<file path="src/design/fbd_pkg.sv">
// ----------------------------------------------------------------------------
// fbd_pkg: shared definitions for the page framebuffer draw engine
// Command codes, default geometry and the walker control/status bundles.
// ----------------------------------------------------------------------------
package fbd_pkg;

	localparam int FBD_SCREEN_WIDTH  = 128;
	localparam int FBD_SCREEN_HEIGHT = 64;

	localparam logic [2:0] CMD_PIXEL  = 3'd0;
	localparam logic [2:0] CMD_FILL   = 3'd1;
	localparam logic [2:0] CMD_INVERT = 3'd2;
	localparam logic [2:0] CMD_CLEAR  = 3'd3;
	localparam logic [2:0] CMD_SWAP   = 3'd4;
	localparam logic [2:0] CMD_READ   = 3'd5;

	// sequencer -> walker
	typedef struct packed {
		logic start;    // latch a new rectangle and clip it
		logic advance;  // step to the next byte of the clipped region
	} fbd_walk_ctl_t;

	// walker -> sequencer
	typedef struct packed {
		logic empty;    // clipped region holds no pixel
		logic last;     // current byte is the final one
	} fbd_walk_stat_t;

endpackage

</file>
<file path="src/design/fbd_walk.sv">
// ----------------------------------------------------------------------------
// fbd_walk: rectangle clipper and byte walker
// Clips a rectangle to the screen on start, then steps column by column and
// page by page, giving the byte address and the row mask inside that byte.
// ----------------------------------------------------------------------------
module fbd_walk
	import fbd_pkg::*;
#(
	parameter int SCREEN_WIDTH  = FBD_SCREEN_WIDTH,
	parameter int SCREEN_HEIGHT = FBD_SCREEN_HEIGHT
) (
	input  logic                  clk,
	input  logic                  arst_n,
	input  fbd_walk_ctl_t         ctl,
	input  logic signed [8:0]     pos_x,
	input  logic signed [8:0]     pos_y,
	input  logic [7:0]            span_w,
	input  logic [7:0]            span_h,
	output logic [$clog2(SCREEN_WIDTH*((SCREEN_HEIGHT+7)/8))-1:0] addr,
	output logic [7:0]            mask,
	output fbd_walk_stat_t        stat
);

	localparam int PAGE_CNT  = (SCREEN_HEIGHT + 7) / 8;
	localparam int BUF_BYTES = SCREEN_WIDTH * PAGE_CNT;
	localparam int AW        = $clog2(BUF_BYTES);
	localparam int COL_W     = $clog2(SCREEN_WIDTH);
	localparam int PAGE_W    = (PAGE_CNT > 1) ? $clog2(PAGE_CNT) : 1;
	localparam logic signed [10:0] SW = 11'(SCREEN_WIDTH);
	localparam logic signed [10:0] SH = 11'(SCREEN_HEIGHT);

	logic signed [10:0] xs, ys, x0, y0, x1, y1, x1c, y1c, xlast, ylast;
	logic               empty_d;

	logic [COL_W-1:0]  col_q, col_first_q, col_last_q;
	logic [PAGE_W-1:0] page_q, page_first_q, page_last_q;
	logic [2:0]        lo_q, hi_q;
	logic [AW:0]       base_q;
	logic              empty_q;

	logic [2:0]  lo, hi;
	logic [AW:0] sum;
	logic        col_end;

	always_comb begin
		xs      = {{2{pos_x[8]}}, pos_x};
		ys      = {{2{pos_y[8]}}, pos_y};
		x1      = xs + $signed({3'b000, span_w});
		y1      = ys + $signed({3'b000, span_h});
		x0      = xs[10] ? '0 : xs;
		y0      = ys[10] ? '0 : ys;
		x1c     = (x1 > SW) ? SW : x1;
		y1c     = (y1 > SH) ? SH : y1;
		xlast   = x1c - 11'sd1;
		ylast   = y1c - 11'sd1;
		empty_d = (x1c <= x0) || (y1c <= y0);
	end

	always_ff @(posedge clk or negedge arst_n) begin
		if (!arst_n) begin
			empty_q <= 1'b1;
		end else if (ctl.start) begin
			empty_q <= empty_d;
		end
	end

	always_ff @(posedge clk) begin
		if (ctl.start) begin
			col_first_q  <= x0[COL_W-1:0];
			col_q        <= x0[COL_W-1:0];
			col_last_q   <= xlast[COL_W-1:0];
			page_first_q <= y0[PAGE_W+2:3];
			page_q       <= y0[PAGE_W+2:3];
			page_last_q  <= ylast[PAGE_W+2:3];
			lo_q         <= y0[2:0];
			hi_q         <= ylast[2:0];
			base_q       <= (AW+1)'(y0[PAGE_W+2:3]) * (AW+1)'(SCREEN_WIDTH);
		end else if (ctl.advance) begin
			if (col_end) begin
				col_q  <= col_first_q;
				page_q <= page_q + 1'b1;
				base_q <= base_q + (AW+1)'(SCREEN_WIDTH);
			end else begin
				col_q <= col_q + 1'b1;
			end
		end
	end

	always_comb begin
		col_end = (col_q == col_last_q);
		lo      = (page_q == page_first_q) ? lo_q : 3'd0;
		hi      = (page_q == page_last_q) ? hi_q : 3'd7;
		mask    = (8'hFF << lo) & (8'hFF >> (3'd7 - hi));
		sum     = base_q + (AW+1)'(col_q);
		addr    = sum[AW-1:0];
		stat.empty = empty_q;
		stat.last  = col_end && (page_q == page_last_q);
	end

endmodule

</file>
<file path="config.mk">
export PLATFORM = sky130hd
export DESIGN_NAME = fbd_walk
export DESIGN_NICKNAME = d
export VERILOG_FILES = /design/src/design/fbd_pkg.sv /design/src/design/fbd_walk.sv
export SDC_FILE = /design/constraint.sdc
export NUM_CORES = 1
export LEC_CHECK = 0
export BUFFER_PORTS_ARGS = -buffer_cell sky130_fd_sc_hd__buf_2
export CORE_AREA = 2 2 112 70
export DETAILED_ROUTE_END_ITERATION = 7
export DIE_AREA = 0 0 114 72
export GPL_ROUTABILITY_DRIVEN = 0
export GPL_TIMING_DRIVEN = 0
export PLACE_DENSITY = 0.72
export SYNTH_ARGS = -nofsm -noshare
export SYNTH_HDL_FRONTEND = slang
export SYNTH_SLANG_ARGS = --single-unit
</file>
<file path="constraint.sdc">
create_clock -name clk -period 2.3 [get_ports clk]
set_input_delay 0.345 -clock clk [delete_from_list [all_inputs] [get_ports clk]]
set_output_delay 0.345 -clock clk [all_outputs]
set_load 0.01 [all_outputs]
</file>
==> results of run 1 <==
-- kinds of logic (layout without fill, tap and decap cells) --
group / count (synthesis) / in the layout / synth area share (%)
AND/OR/NAND/NOR: 137 / 137 / 20.9
AO/OA/AOI/OAI: 88 / 88 / 16.5
flip-flops: 40 / 40 / 34.0
adder cells (fa/ha/maj): 39 / 39 / 14.3
XOR/XNOR: 37 / 37 / 9.21
buffers and inverters: 36 / 144 / 4.13
multiplexers: 3 / 3 / 0.889
-- placed cells by master, fill, tap and decap left out, types with 4 or more instances in the layout --
master	synthesis	final
a21o_1	7	7
a21oi_1	16	15
a31oi_1	5	5
buf_2	2	54
buf_4	2	36
buf_6	0	13
clkbuf_1	5	6
clkbuf_16	0	5
edfxtp_1	39	39
ha_1	37	23
ha_4	0	11
inv_1	26	23
nand2_1	43	36
nand2_2	0	5
nand2b_1	10	9
nand3_1	12	8
nand4_1	5	5
nor2_1	19	16
nor2b_1	12	10
nor3_1	8	5
o21a_1	5	5
o21ai_0	31	23
o21ai_1	0	5
xnor2_1	16	12
xnor2_2	0	4
xor2_1	21	21
-- registers in the layout, indices dropped and copies added, names as in the netlist --
register and flops:
base_q 3, col_first_q 7, col_last_q 7, col_q 7, empty_q 1, hi_q 3, lo_q 3, page_first_q 3
page_last_q 3, page_q 3
-- through the flow --
step / cells / TNS, ps / area (um2) / utilization (%)
floorplan: 380 / -3230 / 3630 / -
global placement: 528 / -9320 / 4030 / 56.4
detailed placement: 528 / -9890 / 4030 / 56.4
CTS: 559 / -3890 / 4550 / 63.6
global route: 579 / -7510 / 4840 / 67.7
finish: 579 / -6240 / 4840 / 67.7
-- power by group --
group	internal, W	switching [W]
registers	0.000935	0.0000662
clock network	0.000432	0.000263
logic	0.000694	0.000716
total	0.00206	0.00105
-- worst min-delay path, stage by stage --
cell	delay, ps
buf_2	100
nand2_1	80
inv_1	80
-- synthesized netlist by cell type (10+ instances only) --
cell type	instances	share of area (%)
a21oi_1	16	2.3
edfxtp_1	39	33
ha_1	37	13
inv_1	26	2.8
nand2_1	43	4.6
nand2b_1	10	1.8
nand3_1	12	1.7
nor2_1	19	2.0
nor2b_1	12	2.1
o21ai_0	31	4.4
xnor2_1	16	4.0
xor2_1	21	5.2
-- per-layer routing --
layer | global-route usage [%] | wire length, um | vias up | part of all wire, %
met5 | 0 | 0 | - | 0
met4 | 7.18 | 136 | 0 | 1.4
met3 | 2.92 | 552 | 13 | 5.7
met2 | 35.3 | 4310 | 129 | 44
met1 | 32.8 | 4720 | 1538 | 49
li1 | - | - | 1600 | -
-- what timing repair did --
action                                  in CTS  in global routing
resized for setup                           40                 30
endpoints found under the hold margin        1                  0
buffers inserted                            24                 21
pin swaps                                   26                 24
endpoints found under the setup margin      21                 24
hold buffers                                 1                  0
-- cell type report --
class,instances,area (um2)
Multi-Input combinational cell,304,2550
Fill cell,537,2310
Sequential cell,40,1200
Timing Repair Buffer,101,677
Clock buffer,8,146
Tap cell,91,114
Inverter,27,101
Buffer,8,50.0
-- how the worst max path moves through the flow --
stage | slack (ps) | startpoint | endpoint
floorplan | -820 | pos_y[2] | empty_q
detailed placement | -1310 | pos_y[2] | empty_q
global placement | -1260 | pos_y[2] | empty_q
global route | -1110 | span_h[0] | empty_q
CTS | -840 | span_h[0] | empty_q
finish | -1040 | span_h[0] | empty_q
==> results.toml, run 1 <==
[run_status]
outcome = "finished, violations left"
violations = "negative setup slack"

[logic_synthesis]
syn_area_um2 = 3520
ys_types = 59
ys_seq_area_share_pct = 34.0
synth_flop_cell = "edfxtp_1"
yosys_warnings = 0
async_flop_share_pct = 2.50
ys_seq_elements = 40
synth-edff-count = 39
syn_area_per_cell_um2 = 9.26
syn_nets = 457
synth_cells = 380

[global_route]
grt_max_degree = 28
grt_pass1_vias = 3035
grt.total_usage_pct = 22.6
grt_remaining_overflow = 0
grt_pass1_wl_um = 14700
antenna_found_initial = 0

[clock_tree]
clockBufferDepth = 2
clk_pin_slew_ps = 60
clk_latency_ps = 280
htree_levels = 2
clock-root-buffer = "clkbuf_16"
clock_sinks = 40
cts_made_buffers = 5
tritoncts = "yes"

[final_layout]
n_antenna_cell = 0
nNetsFinal = 564
area_growth_pct = 37.6
drive_gt1_share_pct = 36.9

[critical_path]
reg2reg_from = "col_q[0]"
start_kind = "input pin"
cp_slowest_cell = "fa_2"
slowest_delay_ps = 390
required_ps = 2510
cp.depth = 18
arrival_ps = 3550
ff2ff_path_depth = 5
ff2ff_setup_slack_ps = 210
critPathTopFamily = "compound AO/OA/AOI/OAI gates"
worstSetupEndpointType = "flip-flop"
r2r-end = "base_q[8]"
path_cells = "buf_6, ha_4, fa_2, a211oi_4, buf_4, o21ai_2, a31oi_1, xnor2_1, o31ai_4, buf_4, nand2_2, ha_4, nand4_1, a21oi_1, nor2_1, nand2_1, a21oi_1, o32a_1"
crit_type = "in2reg"
critPathMaxFanout = 5
critPathBufInv = 3

[sta]
tightest_slew_ps = 626
finalCriticalPeriod_ps = 3340
slew_headroom_pct = 58.3
rsz0062_at_grt = "yes"
fin_worst_skew_ps = 4.06
setup_slack_ps = -1040
slew_viol_final = 0
finalCritPeriodShare_pct = 145
max_freq_mhz = 299
whs_ps = 439
setup_violations = 14
hold_viol = 0

[power_and_ir_drop]
ir_drop_uv = 329
power.density_nw_per_um2 = 642
leakagePower_nw = 2.11
total_power_w = 0.00311

[place]
pre_cts_ws_ps = -1310
dp_hpwl_um = 6730
portBuffers = 57

[routing]
antenna_left = 0
remaining_drc_errors = 0
routed_wl_um = 9720
drt_iter0_markers = 222
vias = 3280
dr.pass1.iters = 6
routed_via_density = 5.66
wl_per_cell_um = 16.8

[worst_hold_path]
hp-start = "pos_x[5]"
hold_depth = 3
min_to = "col_first_q[5]"
hp-class = "in2reg"

[floorplan]
start_util_pct = 49.2
die-area_um2 = 8210
die_h_um = 72
io_pins = 58
placementRows = 24
die_x_um = 114
core_um2 = 7150

[flow_run]
max-cap-violations = 0
Note: power is estimated with default switching activity, not from simulation.
==> run 2, diff against run 1 <==
- SKIP_LAST_GASP: unset -> 1
==> results.toml, run 2 (synthesized netlist as in run 1, its figures left out) <==
[sta]
tightest_slew_ps = 619
fin_worst_skew_ps = 3.73
hold_viol = 0
rsz0062_at_grt = "yes"
max_freq_mhz = 301
slew_headroom_pct = 58.8
setup_slack_ps = -1020
finalCritPeriodShare_pct = 144
finalCriticalPeriod_ps = 3320
slew_viol_final = 0
whs_ps = 442
setup_violations = 14

[critical_path]
cp_slowest_cell = "fa_2"
arrival_ps = 3540
required_ps = 2520
crit_type = "in2reg"
critPathBufInv = 3
slowest_delay_ps = 390
critPathMaxFanout = 5
critPathTopFamily = "compound AO/OA/AOI/OAI gates"
path_cells = "buf_6, ha_4, fa_2, a211oi_4, buf_4, o21ai_2, a31oi_1, xnor2_1, o31ai_4, nand2_1, inv_1, ha_1, nor2b_2, o21ai_1, a21oi_1, nor2_1, nand2_1, a21oi_1, o32a_1"
worstSetupEndpointType = "flip-flop"
start_kind = "input pin"

[place]
dp_hpwl_um = 6730
placed_cells = 528
placed_cell_area_um2 = 4030
pre_cts_ws_ps = -1310
portBuffers = 57

[clock_tree]
htree_levels = 2
tritoncts = "yes"
clk_pin_slew_ps = 50
clock_sinks = 40
clk_latency_ps = 280
clock-root-buffer = "clkbuf_16"
cts_made_buffers = 5
clockBufferDepth = 2

[routing]
remaining_drc_errors = 0
routed_wl_um = 9730
drt_iter0_markers = 240
routed_via_density = 5.73
vias = 3314
antenna_left = 0
wl_per_cell_um = 16.8
dr.pass1.iters = 5

[global_route]
grt.total_usage_pct = 22.4
grt_max_degree = 28
grt_remaining_overflow = 0
antenna_found_initial = 0
grt_pass1_wl_um = 14600
grt_pass1_vias = 3004

[floorplan]
die_x_um = 114
die-area_um2 = 8210
placementRows = 24
start_util_pct = 49.2
core_um2 = 7150
io_pins = 58
die_h_um = 72

[final_layout]
reg.largest.list = "col_first_q (7), col_last_q (7), col_q (7)"
fin_util_pct = 66.7
final_area_um2 = 4770
fin_cells = 578
multi_input_area_um2 = 2520
layout_common_cells = "buf_2 (55), buf_4 (41), nand2_1 (39), edfxtp_1 (39), ha_1 (26)"
drive_gt1_share_pct = 34.9
area_growth_pct = 35.5
nFillCells = 563
final_common_cell = "buf_2"
regArea_um2 = 1200
n_antenna_cell = 0
nNetsFinal = 563

[worst_hold_path]
hp-class = "in2reg"

[flow_run]
max-cap-violations = 0

[power_and_ir_drop]
leakagePower_nw = 2.09
power.density_nw_per_um2 = 645
ir_drop_uv = 303

[run_status]
outcome = "finished, violations left"
violations = "negative setup slack"
-- run 2: cell types whose count changed in the layout (fill, tap and decap cells not counted), moves of 3 or more --
cell / change
buf_6: -6
buf_4: +5
ha_1: +3
nand2_1: +3
nand2_2: -3
-- run 2: per-layer routing --
layer  vias up  wire (um)  global-route usage [%]  part of all wire (%)
met4         0        183                    7.18                   1.9
met1      1568       4700                    32.6                    48
met2       140       4270                    34.9                    44
met3        17        583                    2.92                   6.0
met5         -          0                       0                     0
li1       1589          -                       -                     -
-- run 2: stage by stage --
stage	setup TNS, ps	total power (W)
floorplan	-3230	0.00177
global placement	-9320	0.00202
detailed placement	-9890	0.00206
CTS	-4180	0.00290
global route	-7410	0.00324
finish	-6440	0.00307
-- run 2: repair_timing --
item,4_1_cts,5_1_grt
endpoints found under the hold margin,1,0
pin swaps,24,28
hold buffers,1,0
setup buffers,24,22
gates cloned,0,0
resized for setup,32,25
setup endpoints to repair,21,24
-- run 2: path summary, 6_finish.rpt --
check | startpoint | end | slack (ps) | cells past startpoint
worst max-delay path | span_h[0] | empty_q | -1020 | 19
worst max register to register | col_q[0] | base_q[8] | 210 | 5
min in group asynchronous | arst_n | empty_q | 550 | 2
max in group asynchronous | arst_n | empty_q | 1730 | 2
worst min register to register | empty_q | empty_q | 550 | 1
worst min-delay path | pos_x[5] | col_first_q[5] | 440 | 3
-- run 2: report_power, final --
group	internal (W)	switching (W)	leakage, nW
Clock	0.000432	0.000259	0.0712
Combinational	0.000670	0.000708	1.62
Sequential	0.000935	0.0000679	0.399
Total	0.00204	0.00103	2.09
-- run 2: cell type report --
type                    count  share of cell area [%]
plain buffers               8                    1.05
clock buffers               8                    3.07
inverters                  27                    2.13
multi-input cells         304                    52.9
flip-flops and latches     40                    25.1
well taps                  91                    2.39
repair buffers            100                    13.4
-- run 2: worst min-delay path: stages --
cell	delay (ps)
buf_2	100
nand2_1	90
inv_1	80
